<file path="config.mk">
export PLATFORM = sky130hd
export DESIGN_NAME = svd_ctrl
export DESIGN_NICKNAME = d
export VERILOG_FILES = /design/src/design/svd_pkg.sv /design/src/design/svd_ctrl.sv
export SDC_FILE = /design/constraint.sdc
export NUM_CORES = 1
export LEC_CHECK = 0
export BUFFER_PORTS_ARGS = -buffer_cell sky130_fd_sc_hd__buf_2
export CAP_MARGIN = 10
export CORE_AREA = 2 2 39 41
export DETAILED_ROUTE_END_ITERATION = 10
export DIE_AREA = 0 0 41 43
export HOLD_SLACK_MARGIN = 0.08
export REMOVE_ABC_BUFFERS = 1
export SKIP_LAST_GASP = 1
export SLEW_MARGIN = 20
export SYNTH_ARGS = -nofsm -noshare
export SYNTH_HDL_FRONTEND = slang
export SYNTH_SLANG_ARGS = --single-unit
</file>
<file path="constraint.sdc">
create_clock -name i_clk -period 1.03 [get_ports i_clk]
set_input_delay 0.206 -clock i_clk [delete_from_list [all_inputs] [get_ports i_clk]]
set_output_delay 0.206 -clock i_clk [all_outputs]
set_load 0.02 [all_outputs]
</file>
<file path="src/design/svd_pkg.sv">
// svd_pkg: shared types, constants and command codes for the sparse vector store.
// Used by svd_ctrl, svd_dp and sparse_vector_store_dot. No dependencies.
`timescale 1ns / 1ps
`default_nettype none
package svd_pkg;
    localparam int CAPACITY_DEF   = 256;
    localparam int INDEX_BITS_DEF = 16;

    localparam logic [1:0] ACT_WRITE = 2'd0;
    localparam logic [1:0] ACT_READ  = 2'd1;
    localparam logic [1:0] ACT_CLEAR = 2'd2;
    localparam logic [1:0] ACT_DOT   = 2'd3;

    typedef struct packed {
        logic [1:0]  action;
        logic [15:0] entry_index;
        logic signed [31:0] entry_value;
        logic        last_entry;
    } t_in_word;

    typedef struct packed {
        logic        status;
        logic signed [31:0] read_value;
        logic signed [63:0] dot_sum;
        logic        dot_done;
        logic [8:0]  entry_count;
    } t_out_word;

    // controller -> datapath commands
    typedef struct packed {
        logic load;      // capture input word, restart scan
        logic step;      // examine slot at scan pointer
        logic finish;    // apply the action and build the result
        logic clr_valid; // clear pass over valid bits
    } t_cmd;

    // datapath -> controller status
    typedef struct packed {
        logic scan_end;  // last slot examined or match found
        logic clr_end;   // clear pass done
        logic mul_busy;  // product still in flight
    } t_stat;
endpackage
`default_nettype wire

</file>
<file path="src/design/svd_ctrl.sv">
// svd_ctrl: controller state machine for the sparse vector store.
// Depends on svd_pkg for command and status structs.
`timescale 1ns / 1ps
`default_nettype none
module svd_ctrl (
    input  wire logic              i_clk,
    input  wire logic              i_rst_n,
    input  wire logic              i_in_valid,
    output logic                   o_in_stall,
    input  wire logic [1:0]        i_action,
    output logic                   o_out_valid,
    input  wire logic              i_out_stall,
    output svd_pkg::t_cmd          o_cmd,
    input  wire svd_pkg::t_stat    i_stat
);
    localparam logic [2:0] S_IDLE = 3'd0;
    localparam logic [2:0] S_SCAN = 3'd1;
    localparam logic [2:0] S_MUL  = 3'd2;
    localparam logic [2:0] S_FIN  = 3'd3;
    localparam logic [2:0] S_CLR  = 3'd4;

    logic [2:0] r_state, n_state;
    logic       r_out_valid, n_out_valid;
    logic       accept;
    logic       out_held;

    assign accept      = i_in_valid && !o_in_stall;
    assign out_held    = r_out_valid && i_out_stall;
    assign o_in_stall  = (r_state != S_IDLE);
    assign o_out_valid = r_out_valid;

    // next state and commands
    always_comb begin
        n_state     = r_state;
        n_out_valid = out_held;
        o_cmd       = '0;
        case (r_state)
            S_IDLE: begin
                if (accept) begin
                    o_cmd.load = 1'b1;
                    n_state = (i_action == svd_pkg::ACT_CLEAR) ? S_CLR : S_SCAN;
                end
            end
            S_SCAN: begin
                o_cmd.step = 1'b1;
                if (i_stat.scan_end) n_state = S_MUL;
            end
            S_MUL: begin
                if (!i_stat.mul_busy) n_state = S_FIN;
            end
            S_FIN: begin
                // wait here while the previous result is still held
                if (!out_held) begin
                    o_cmd.finish = 1'b1;
                    n_out_valid  = 1'b1;
                    n_state      = S_IDLE;
                end
            end
            S_CLR: begin
                o_cmd.clr_valid = 1'b1;
                if (i_stat.clr_end) n_state = S_FIN;
            end
            default: n_state = S_IDLE;
        endcase
    end

    always_ff @(posedge i_clk) begin
        if (!i_rst_n) begin
            r_state     <= S_IDLE;
            r_out_valid <= 1'b0;
        end else begin
            r_state     <= n_state;
            r_out_valid <= n_out_valid;
        end
    end

    // a held result word is never overwritten
    a_no_overrun: assert property (@(posedge i_clk) disable iff (!i_rst_n)
        (o_cmd.finish |-> !(r_out_valid && i_out_stall)))
        else $error("finish while result stalled");
    // the result appears in the cycle after finish
    a_fin_out: assert property (@(posedge i_clk) disable iff (!i_rst_n)
        (o_cmd.finish |=> o_out_valid))
        else $error("finish without result");
    // commands are mutually exclusive
    a_cmd_onehot: assert property (@(posedge i_clk) disable iff (!i_rst_n)
        $onehot0(o_cmd))
        else $error("overlapping commands");
endmodule
`default_nettype wire

</file>
==> reports/metrics.yaml, run 1 <==
max_stage_delay_ns: 0.39
fin_crit_sh: 1.36
ys.warnings.count: 0
skew_ns: 0.00196
vdd_drop_max_mv: 0.475
path_cells: "or3_4 > nor2_4 > buf_6"
hold_class: "in -> reg"
first_pass_iters: 4
coreArea_mm2: 0.00138
vias: 321
reg2reg_slack_ns: -0.10
fin_util: 0.356
ys_ff_latch: 4
routed_wl_um: 702
placementRows: 14
synth_area_leaders: "dfxtp_1 (28%), nor4b_4 (8.2%), buf_6 (7.8%)"
r2r_start: "r_state[1]"
tightest_slew_ns: 0.239
gp_congestion: 0.654
io_buffers: 14
clockPowerShare: 0.310
combPwrFrac: 0.380
hold_start: "i_rst_n"
ff2ff_path_depth: 4
cts_buffers: 3
routed_via_density: 4.40
cts_hold_buf: 0
cp.arrival_ns: 1.19
syn_inst: 34
final.setup.tns_ns: -1.45
diodes: 0
die_w_um: 41
drv_slew: 0
power_frac_seq: 0.310
outcome: "complete, but fails checks"
min_period_ns: 1.40
rsz0062_at_grt: "true"
cp_max_fo: 5
crit_path_end_kind: "output pin"
clock-sinks: 4
worst_path_max_delay_cell: "or3_4"
ys_types: 21
finalSetupViolations: 6
hold_viol: 0
ios: 15
antenna_found_initial: 0
drive_gt1_frac: 0.614
p_leak_nw: 0.229
grt_pass1_vias: 296
violations: "negative setup slack"
seq_area_frac_synth: 0.276
max-cap-violations: 0
ctsHtreeMaxLevel: 1
synth_top_cell_by_area: "dfxtp_1"
clockBufferDepth: 2
grt_use_total: 0.0863
wl_per_cell_um: 9.62
cp-start-kind: "register"
slew_headroom: 0.839
grt_start_max_net_pins: 12
drc_errors: 0
num-fill-cells: 151
hold_depth: 2
path_class: "reg -> out"
syn2layout_area_growth_pct: 69.8
synth_top_cell_area_share: 0.276
min_to: "r_state[1]"
die-area_mm2: 0.00176
place_inst: 69
worstSkewPairLatency_ns: 0.23
synth_area_um2: 290
antenna_left: 0
power_density_mw_per_mm2: 1240
clk_pin_slew_ns: 0.04
p_int_uw: 431
p_sw_uw: 179
swShare: 0.294
fin_cells: 73
setup_ws_ns: -0.366
mostFrequentLayoutCells: "buf_2 (10), buf_4 (10), nand3b_1 (3), clkbuf_4 (3)"
drt_iter0_drc: 1
final_nets: 68
overflow: 0
grt_pass1_wl_mm: 1.03
r2r_end: "r_state[0]"
dpl.hpwl_um: 524
initial_core_util: 0.210
dp_slack_ns: -0.162
fp.dieH_um: 43
fmax_mhz: 716
postSynthAreaPerCell_um2: 8.54
cp.required_ns: 0.82
tritoncts: "done"
root_buffer: "clkbuf_4"
==> layout make-up <==
class	instances	area, um2	share of cell area
inverters	1	3.75	0.00761
repair buffers	22	148	0.299
clock buffers	3	22.5	0.0457
well taps	16	20.0	0.0406
flip-flops and latches	4	86.3	0.175
multi-input cells	27	213	0.431
==> worst max-delay path: cells and delay by family, from the launching register on <==
family,cells,cell delay [ns]
buffers and inverters,1,0.11
flip-flops,1,0.34
AND/OR/NAND/NOR,2,0.50
==> logic make-up (layout without fill, tap and decap cells) <==
logic type | count (synthesis) | count (layout) | synth area share
AND/OR/NAND/NOR | 18 | 18 | 0.418
AO/OA/AOI/OAI | 8 | 8 | 0.181
flip-flops | 4 | 4 | 0.276
buffers and inverters | 3 | 26 | 0.0905
multiplexers | 1 | 1 | 0.0345
==> worst max path at each step <==
stage,slack (ns),endpoint,from,depth (start not counted)
2_1_floorplan,-0.36,o_cmd[3],r_state[2],2
3_3_place_gp,-0.17,o_cmd[3],r_state[1],3
3_5_place_dp,-0.16,o_cmd[3],r_state[1],3
4_1_cts,-0.38,o_cmd[3],r_state[2],3
5_1_grt,-0.41,o_cmd[3],r_state[2],3
6_report,-0.37,o_cmd[3],r_state[2],3
==> cells in the mapped netlist <==
| library cell | n |
|---|---|
| dfxtp_1 | 4 |
| a21oi_1 | 3 |
| nand3b_1 | 3 |
| nor2_1 | 3 |
| and2_1 | 2 |
| buf_6 | 2 |
| nand2_1 | 2 |
| nor2b_1 | 2 |
| a21boi_0 | 1 |
| a32o_1 | 1 |
| and3_1 | 1 |
| inv_1 | 1 |
| mux2i_1 | 1 |
| nand2b_1 | 1 |
| nand3_1 | 1 |
| nor3b_1 | 1 |
| nor4b_4 | 1 |
| o21a_1 | 1 |
| o21ai_0 | 1 |
| o31ai_1 | 1 |
| or3_1 | 1 |
==> state kept, by name, indices dropped and copies added (netlist names) <==
register     cells
o_out_valid      1
r_state          3
==> routing by layer <==
metal / vias to the layer above / global-route usage / routed length, um
li1: 166 / - / -
met3: 0 / 0.0157 / 32
met1: 148 / 0.109 / 297
met5: - / 0 / 0
met2: 7 / 0.116 / 372
met4: 0 / 0.0800 / 0
==> metrics by stage <==
stage	cell area, um2	hold slack (ns)	total power, mW
after global routing	493	0.248	0.651
after detailed placement	410	0.480	0.368
final	493	0.243	0.610
after CTS	455	0.235	0.589
after global placement	410	0.491	0.369
after floorplan	268	0.324	0.283
==> power by group through the flow <==
| stage | Sequential, mW | Combinational, mW | Clock (mW) |
|---|---|---|---|
| final | 0.189 | 0.232 | 0.189 |
| after global routing | 0.192 | 0.252 | 0.207 |
| after detailed placement | 0.186 | 0.182 | 0 |
| after global placement | 0.185 | 0.184 | 0 |
| after CTS | 0.188 | 0.197 | 0.204 |
| after floorplan | 0.189 | 0.0937 | 0 |
==> what timing repair did <==
action / CTS / global route
gates cloned: 0 / 0
resized for setup: 9 / 9
pin swaps: 1 / 1
setup endpoints to repair: 7 / 7
buffers inserted: 0 / 1
Power figures use the tool's default switching activity.
==> run 2: changes to the inputs <==
--- a/config.mk
+++ b/config.mk
@@ -12,7 +12,6 @@
 export DIE_AREA = 0 0 41 43
 export HOLD_SLACK_MARGIN = 0.08
 export REMOVE_ABC_BUFFERS = 1
-export SKIP_LAST_GASP = 1
 export SLEW_MARGIN = 20
 export SYNTH_ARGS = -nofsm -noshare
 export SYNTH_HDL_FRONTEND = slang
==> run 2 against run 1 <==
The flow still finishes with violations (negative setup slack). Register-to-register slack is essentially flat. Global-route usage is the same. Clock power is essentially flat. Design area grew 1.0%. Total power grew 0.75%. Clock-buffer cell count is the same. Wire length shrank 3.4%. Combinational power grew 2%. Utilization grew 0.36 points. Sequential power is essentially flat. Flip-flop and latch count is the same. Setup slack is essentially flat. Critical path type unchanged. Largest power group unchanged.
==> reports/metrics.yaml, run 2 (synthesis gave the netlist of run 1 again) <==
outcome: "complete, but fails checks"
dpl.hpwl_um: 524
power.total_uw: 615
cts_hold_buf: 0
cp-start-kind: "register"
drive_gt1_frac: 0.614
wl_per_cell_um: 9.29
initial_core_util: 0.210
setup_ws_ns: -0.365
drt_iter0_drc: 1
finalSetupViolations: 6
coreArea_mm2: 0.00138
drc_errors: 0
r2r_end: "r_state[0]"
crit_path_end_kind: "output pin"
first_pass_iters: 4
die_w_um: 41
drv_slew: 0
grt_pass1_vias: 296
final_nets: 68
clockBufferDepth: 2
worstSkewPairLatency_ns: 0.23
grt_start_max_net_pins: 12
antenna_found_initial: 0
skew_ns: 0.00196
diodes: 0
final.setup.tns_ns: -1.43
vias: 321
violations: "negative setup slack"
grt_use_total: 0.0863
die-area_mm2: 0.00176
syn2layout_area_growth_pct: 71.6
ctsHtreeMaxLevel: 1
regMostFlops: "r_state"
tritoncts: "done"
max-cap-violations: 0
cp.required_ns: 0.82
reg2reg_slack_ns: -0.11
hold_class: "in -> reg"
tightest_slew_ns: 0.239
fin_crit_sh: 1.35
power_density_mw_per_mm2: 1230
mostFrequentLayoutCells: "buf_2 (10), buf_4 (10), nand3b_1 (3), clkbuf_4 (3)"
hold_depth: 2
slew_headroom: 0.839
fmax_mhz: 717
clock-sinks: 4
clk_pin_slew_ns: 0.04
rsz0062_at_grt: "true"
routed_wl_um: 678
ios: 15
routed_via_density: 4.40
root_buffer: "clkbuf_4"
io_buffers: 14
min_period_ns: 1.40
min_to: "r_state[1]"
gp_congestion: 0.654
cp.arrival_ns: 1.19
antenna_left: 0
p_leak_nw: 0.231
hold_viol: 0
cp_max_fo: 5
r2r_start: "r_state[1]"
placementRows: 14
largest_reg_flops: 3
overflow: 0
fin_util: 0.360
hold_start: "i_rst_n"
path_class: "reg -> out"
fp.dieH_um: 43
vdd_drop_max_mv: 0.479
cts_buffers: 3
grt_pass1_wl_mm: 1.03
ff2ff_path_depth: 4
run 2: power by group:
part,internal [mW],switching [mW]
registers,0.169,0.0207
logic,0.135,0.101
clock network,0.130,0.0594
run 2: how the worst max path moves through the flow:
stage	cells after the start	slack, ns	start	endpoint
final	3	-0.37	r_state[2]	o_cmd[3]
after global routing	3	-0.41	r_state[2]	o_cmd[3]
after CTS	3	-0.38	r_state[2]	o_cmd[3]
after detailed placement	3	-0.16	r_state[1]	o_cmd[3]
after global placement	3	-0.17	r_state[1]	o_cmd[3]
after floorplan	2	-0.36	r_state[2]	o_cmd[3]
run 2: cell type report:
class,instances,area (um2)
tap,16,20.0
multi-input combinational,27,218
sequential,4,86.3
clock buffer,3,22.5
fill,147,886
timing repair buffer,22,148
inverter,1,3.75
run 2: metrics by stage:
stage / hold WS (ns) / std cells / worst slack [ns] / cell area [um2]
5_1_grt: 0.248 / 73 / -0.409 / 498
3_3_place_gp: 0.491 / 69 / -0.170 / 410
3_5_place_dp: 0.480 / 69 / -0.162 / 410
6_report: 0.242 / 73 / -0.365 / 498
2_1_floorplan: 0.324 / 32 / -0.356 / 268
4_1_cts: 0.235 / 72 / -0.379 / 455
run 2: repair_timing:
action	4_1_cts	5_1_grt
setup endpoints to repair	7	7
pin swaps	1	1
resized for setup	9	10
buffers inserted	0	1
run 2: per-layer routing:
layer,routed length [um],global-route usage,share of wire,up-vias
met1,290,0.109,0.43,148
li1,-,-,-,166
met2,355,0.116,0.52,7
met4,0,0.0800,0,0
met5,0,0,0,-
met3,32,0.0157,0.047,0
run 2: critical path: stages, from the launching register on:
cell and delay, ns:
dfxtp_2 0.34, or3_4 0.39, nor2_4 0.11, buf_6 0.11
==> run 3: changes to the inputs <==
--- a/config.mk
+++ b/config.mk
@@ -5,6 +5,7 @@
 export SDC_FILE = /design/constraint.sdc
 export NUM_CORES = 1
 export LEC_CHECK = 0
+export ABC_AREA = 1
 export BUFFER_PORTS_ARGS = -buffer_cell sky130_fd_sc_hd__buf_2
 export CAP_MARGIN = 10
 export CORE_AREA = 2 2 39 41
==> run 3 against run 2 <==
Non-clock buffer count unchanged. Sequential share of layout area fell by 0.56 points. Clock-buffer cell count stayed put. Synthesized area rose by 4.7%. Critical path depth up 1. Setup slack improved by 0.13 ns. The run still ends with negative setup slack left. Fmax is 11% higher. Total power rose to 2.7 times the previous value. Cell count grew 30%. Register-to-register slack improved by 0.06 ns. Flip-flop and latch count unchanged.
==> reports/metrics.yaml, run 3 <==
postSynthAreaPerCell_um2: 5.63
antenna_left: 0
cp_max_fo: 5
grt_pass1_wl_mm: 1.32
syn2layout_area_growth_pct: 79.0
syn_inst: 54
ys.warnings.count: 0
fp.dieH_um: 43
p_int_uw: 885
cts_hold_buf: 0
grt_start_max_net_pins: 8
routed_via_density: 4.17
slew_headroom: 0.904
synth_top_cell_area_share: 0.263
clockBufferDepth: 2
synth_fa_ha_area_frac: 0
synth.area.mux_share: 0
root_buffer: "clkbuf_4"
hold_ws_ns: 0.225
outcome: "complete, but fails checks"
ios: 15
synth_top_family_by_area: "simple AND/OR/NAND/NOR gates"
tightest_slew_ns: 0.143
dp_slack_ns: -0.0869
synth_xor_area_frac: 0
power_density_mw_per_mm2: 3020
reg2reg_slack_ns: -0.05
largest_reg_flops: 3
hold_depth: 3
drc_errors: 0
grt_use_total: 0.116
setup_ws_ns: -0.231
hold_viol: 0
skew_ns: 0.00153
clk_pin_slew_ns: 0.04
dpl.hpwl_um: 672
placementRows: 14
mostFrequentLayoutCells: "nor2_1 (11), nand2_1 (10), buf_2 (10), buf_4 (9), inv_1 (7)"
tritoncts: "done"
wl_per_cell_um: 8.74
ff2ff_path_depth: 7
placed_area_um2: 439
routed_wl_um: 830
synth_area_um2: 304
p_sw_uw: 760
path_class: "reg -> out"
p_leak_nw: 0.306
initial_core_util: 0.220
first_pass_iters: 4
synthFlopType: "dfxtp_1"
cts_buffers: 3
drv_slew: 0
vias: 396
power_frac_seq: 0.202
seq_area_frac_synth: 0.263
num-fill-cells: 153
cp.required_ns: 0.82
fmax_mhz: 793
synthTopCellsByCount: "nor2_1 (13), nand2_1 (11), inv_1 (9), nand3_1 (7), dfxtp_1 (4)"
ctsHtreeMaxLevel: 1
finalSetupViolations: 8
drive_gt1_frac: 0.506
swShare: 0.462
crit_path_end_kind: "output pin"
coreArea_mm2: 0.00138
grt_pass1_vias: 362
synth_top_cell_by_area: "dfxtp_1"
die-area_mm2: 0.00176
synth_most_common_cell: "nor2_1"
vdd_drop_max_mv: 0.909
synth_area_leaders: "dfxtp_1 (26%), nor2_1 (16%), nand2_1 (14%)"
final_nets: 90
finalInstanceArea_um2: 544
ys_ff_latch: 4
violations: "negative setup slack"
drt_iter0_drc: 4
synth_simple_gate_area_share: 0.588
rsz0062_at_grt: "true"
ys_types: 12
r2r_end: "r_state[2]"
regMostFlops: "r_state"
combPwrFrac: 0.681
io_buffers: 14
antenna_found_initial: 0
max-cap-violations: 0
gp_congestion: 0.729
clock-sinks: 4
power.total_mw: 1.64
hold_class: "in -> reg"
die_w_um: 41
clockPowerShare: 0.117
worstSkewPairLatency_ns: 0.23
fin_util: 0.393
hold_start: "i_rst_n"
overflow: 0
layout_commonest_cell: "nor2_1"
synth-edff-count: 0
synth_compound_area_frac: 0.0247
cp.arrival_ns: 1.05
r2r_start: "r_state[0]"
min_period_ns: 1.26
diodes: 0
synthArstFlopShare: 0
fin_crit_sh: 1.22
min_to: "r_state[2]"
cp-start-kind: "register"
-- run 3: cell count changes after synthesis, moves of 2 or more --
cell | before | now
a21oi_1 | 3 | 0
nand3_1 | 1 | 7
nor2_1 | 3 | 13
inv_1 | 1 | 9
nand2_1 | 2 | 11
nor2_2 | 0 | 3
nor2b_1 | 2 | 0
nand3b_1 | 3 | 1
and2_1 | 2 | 0
buf_6 | 2 | 0
nand4_1 | 0 | 2
-- run 3: layout make-up --
class	count	area, um2	share of cell area
well taps	16	20.0	0.0368
multi-input cells	40	216	0.398
clock buffers	3	22.5	0.0414
flip-flops and latches	4	91.3	0.168
inverters	10	42.5	0.0782
repair buffers	22	151	0.278
-- run 3: through the flow --
step / TNS (ns) / instances
after floorplan: -0.531 / 54
after global placement: -0.327 / 90
after detailed placement: -0.402 / 90
after CTS: -1.07 / 94
after global routing: -1.60 / 95
final: -1.06 / 95
-- run 3: cell families (layout without fill, tap and decap cells) --
group           count (synthesis)  after routing
simple gates                   39             39
buf+inv                        10             35
flops                           4              4
compound gates                  1              1
-- run 3: what timing repair did --
action / in CTS / in global routing
buffers inserted: 1 / 1
pin swaps: 3 / 1
setup endpoints to repair: 8 / 8
gates resized for setup: 18 / 6
-- run 3: critical path: stages (launching register included) --
cell     delay, ns
dfxtp_4       0.36
nor2_4        0.16
nand2_2       0.09
nor2_2        0.10
buf_6         0.12
-- run 3: how the worst max path moves through the flow --
| stage | slack [ns] | cells past startpoint | startpoint | to |
|---|---|---|---|---|
| after CTS | -0.22 | 4 | r_state[1] | o_cmd[3] |
| after global placement | -0.08 | 7 | r_state[2] | r_state[1] |
| after floorplan | -0.24 | 3 | r_state[0] | o_cmd[3] |
| after detailed placement | -0.09 | 4 | r_state[0] | o_cmd[3] |
| final | -0.23 | 4 | r_state[0] | o_cmd[3] |
| after global routing | -0.30 | 4 | r_state[0] | o_cmd[3] |
-- run 3: power by group through the flow --
| stage | clock network [mW] | registers [mW] | logic, mW |
|---|---|---|---|
| final | 0.193 | 0.332 | 1.12 |
| after global routing | 0.209 | 0.345 | 1.24 |
| after CTS | 0.209 | 0.327 | 1.03 |
| after detailed placement | 0 | 0.279 | 0.898 |
| after global placement | 0 | 0.280 | 0.890 |
| after floorplan | 0 | 0.285 | 0.567 |
-- run 3: routing by layer --
| layer | global-route usage | share of wire | up-vias |
|---|---|---|---|
| li1 | - | - | 219 |
| met1 | 0.125 | 0.44 | 163 |
| met2 | 0.175 | 0.48 | 12 |
| met3 | 0.0157 | 0.073 | 2 |
| met4 | 0.120 | 0.0096 | 0 |
| met5 | 0 | 0 | - |
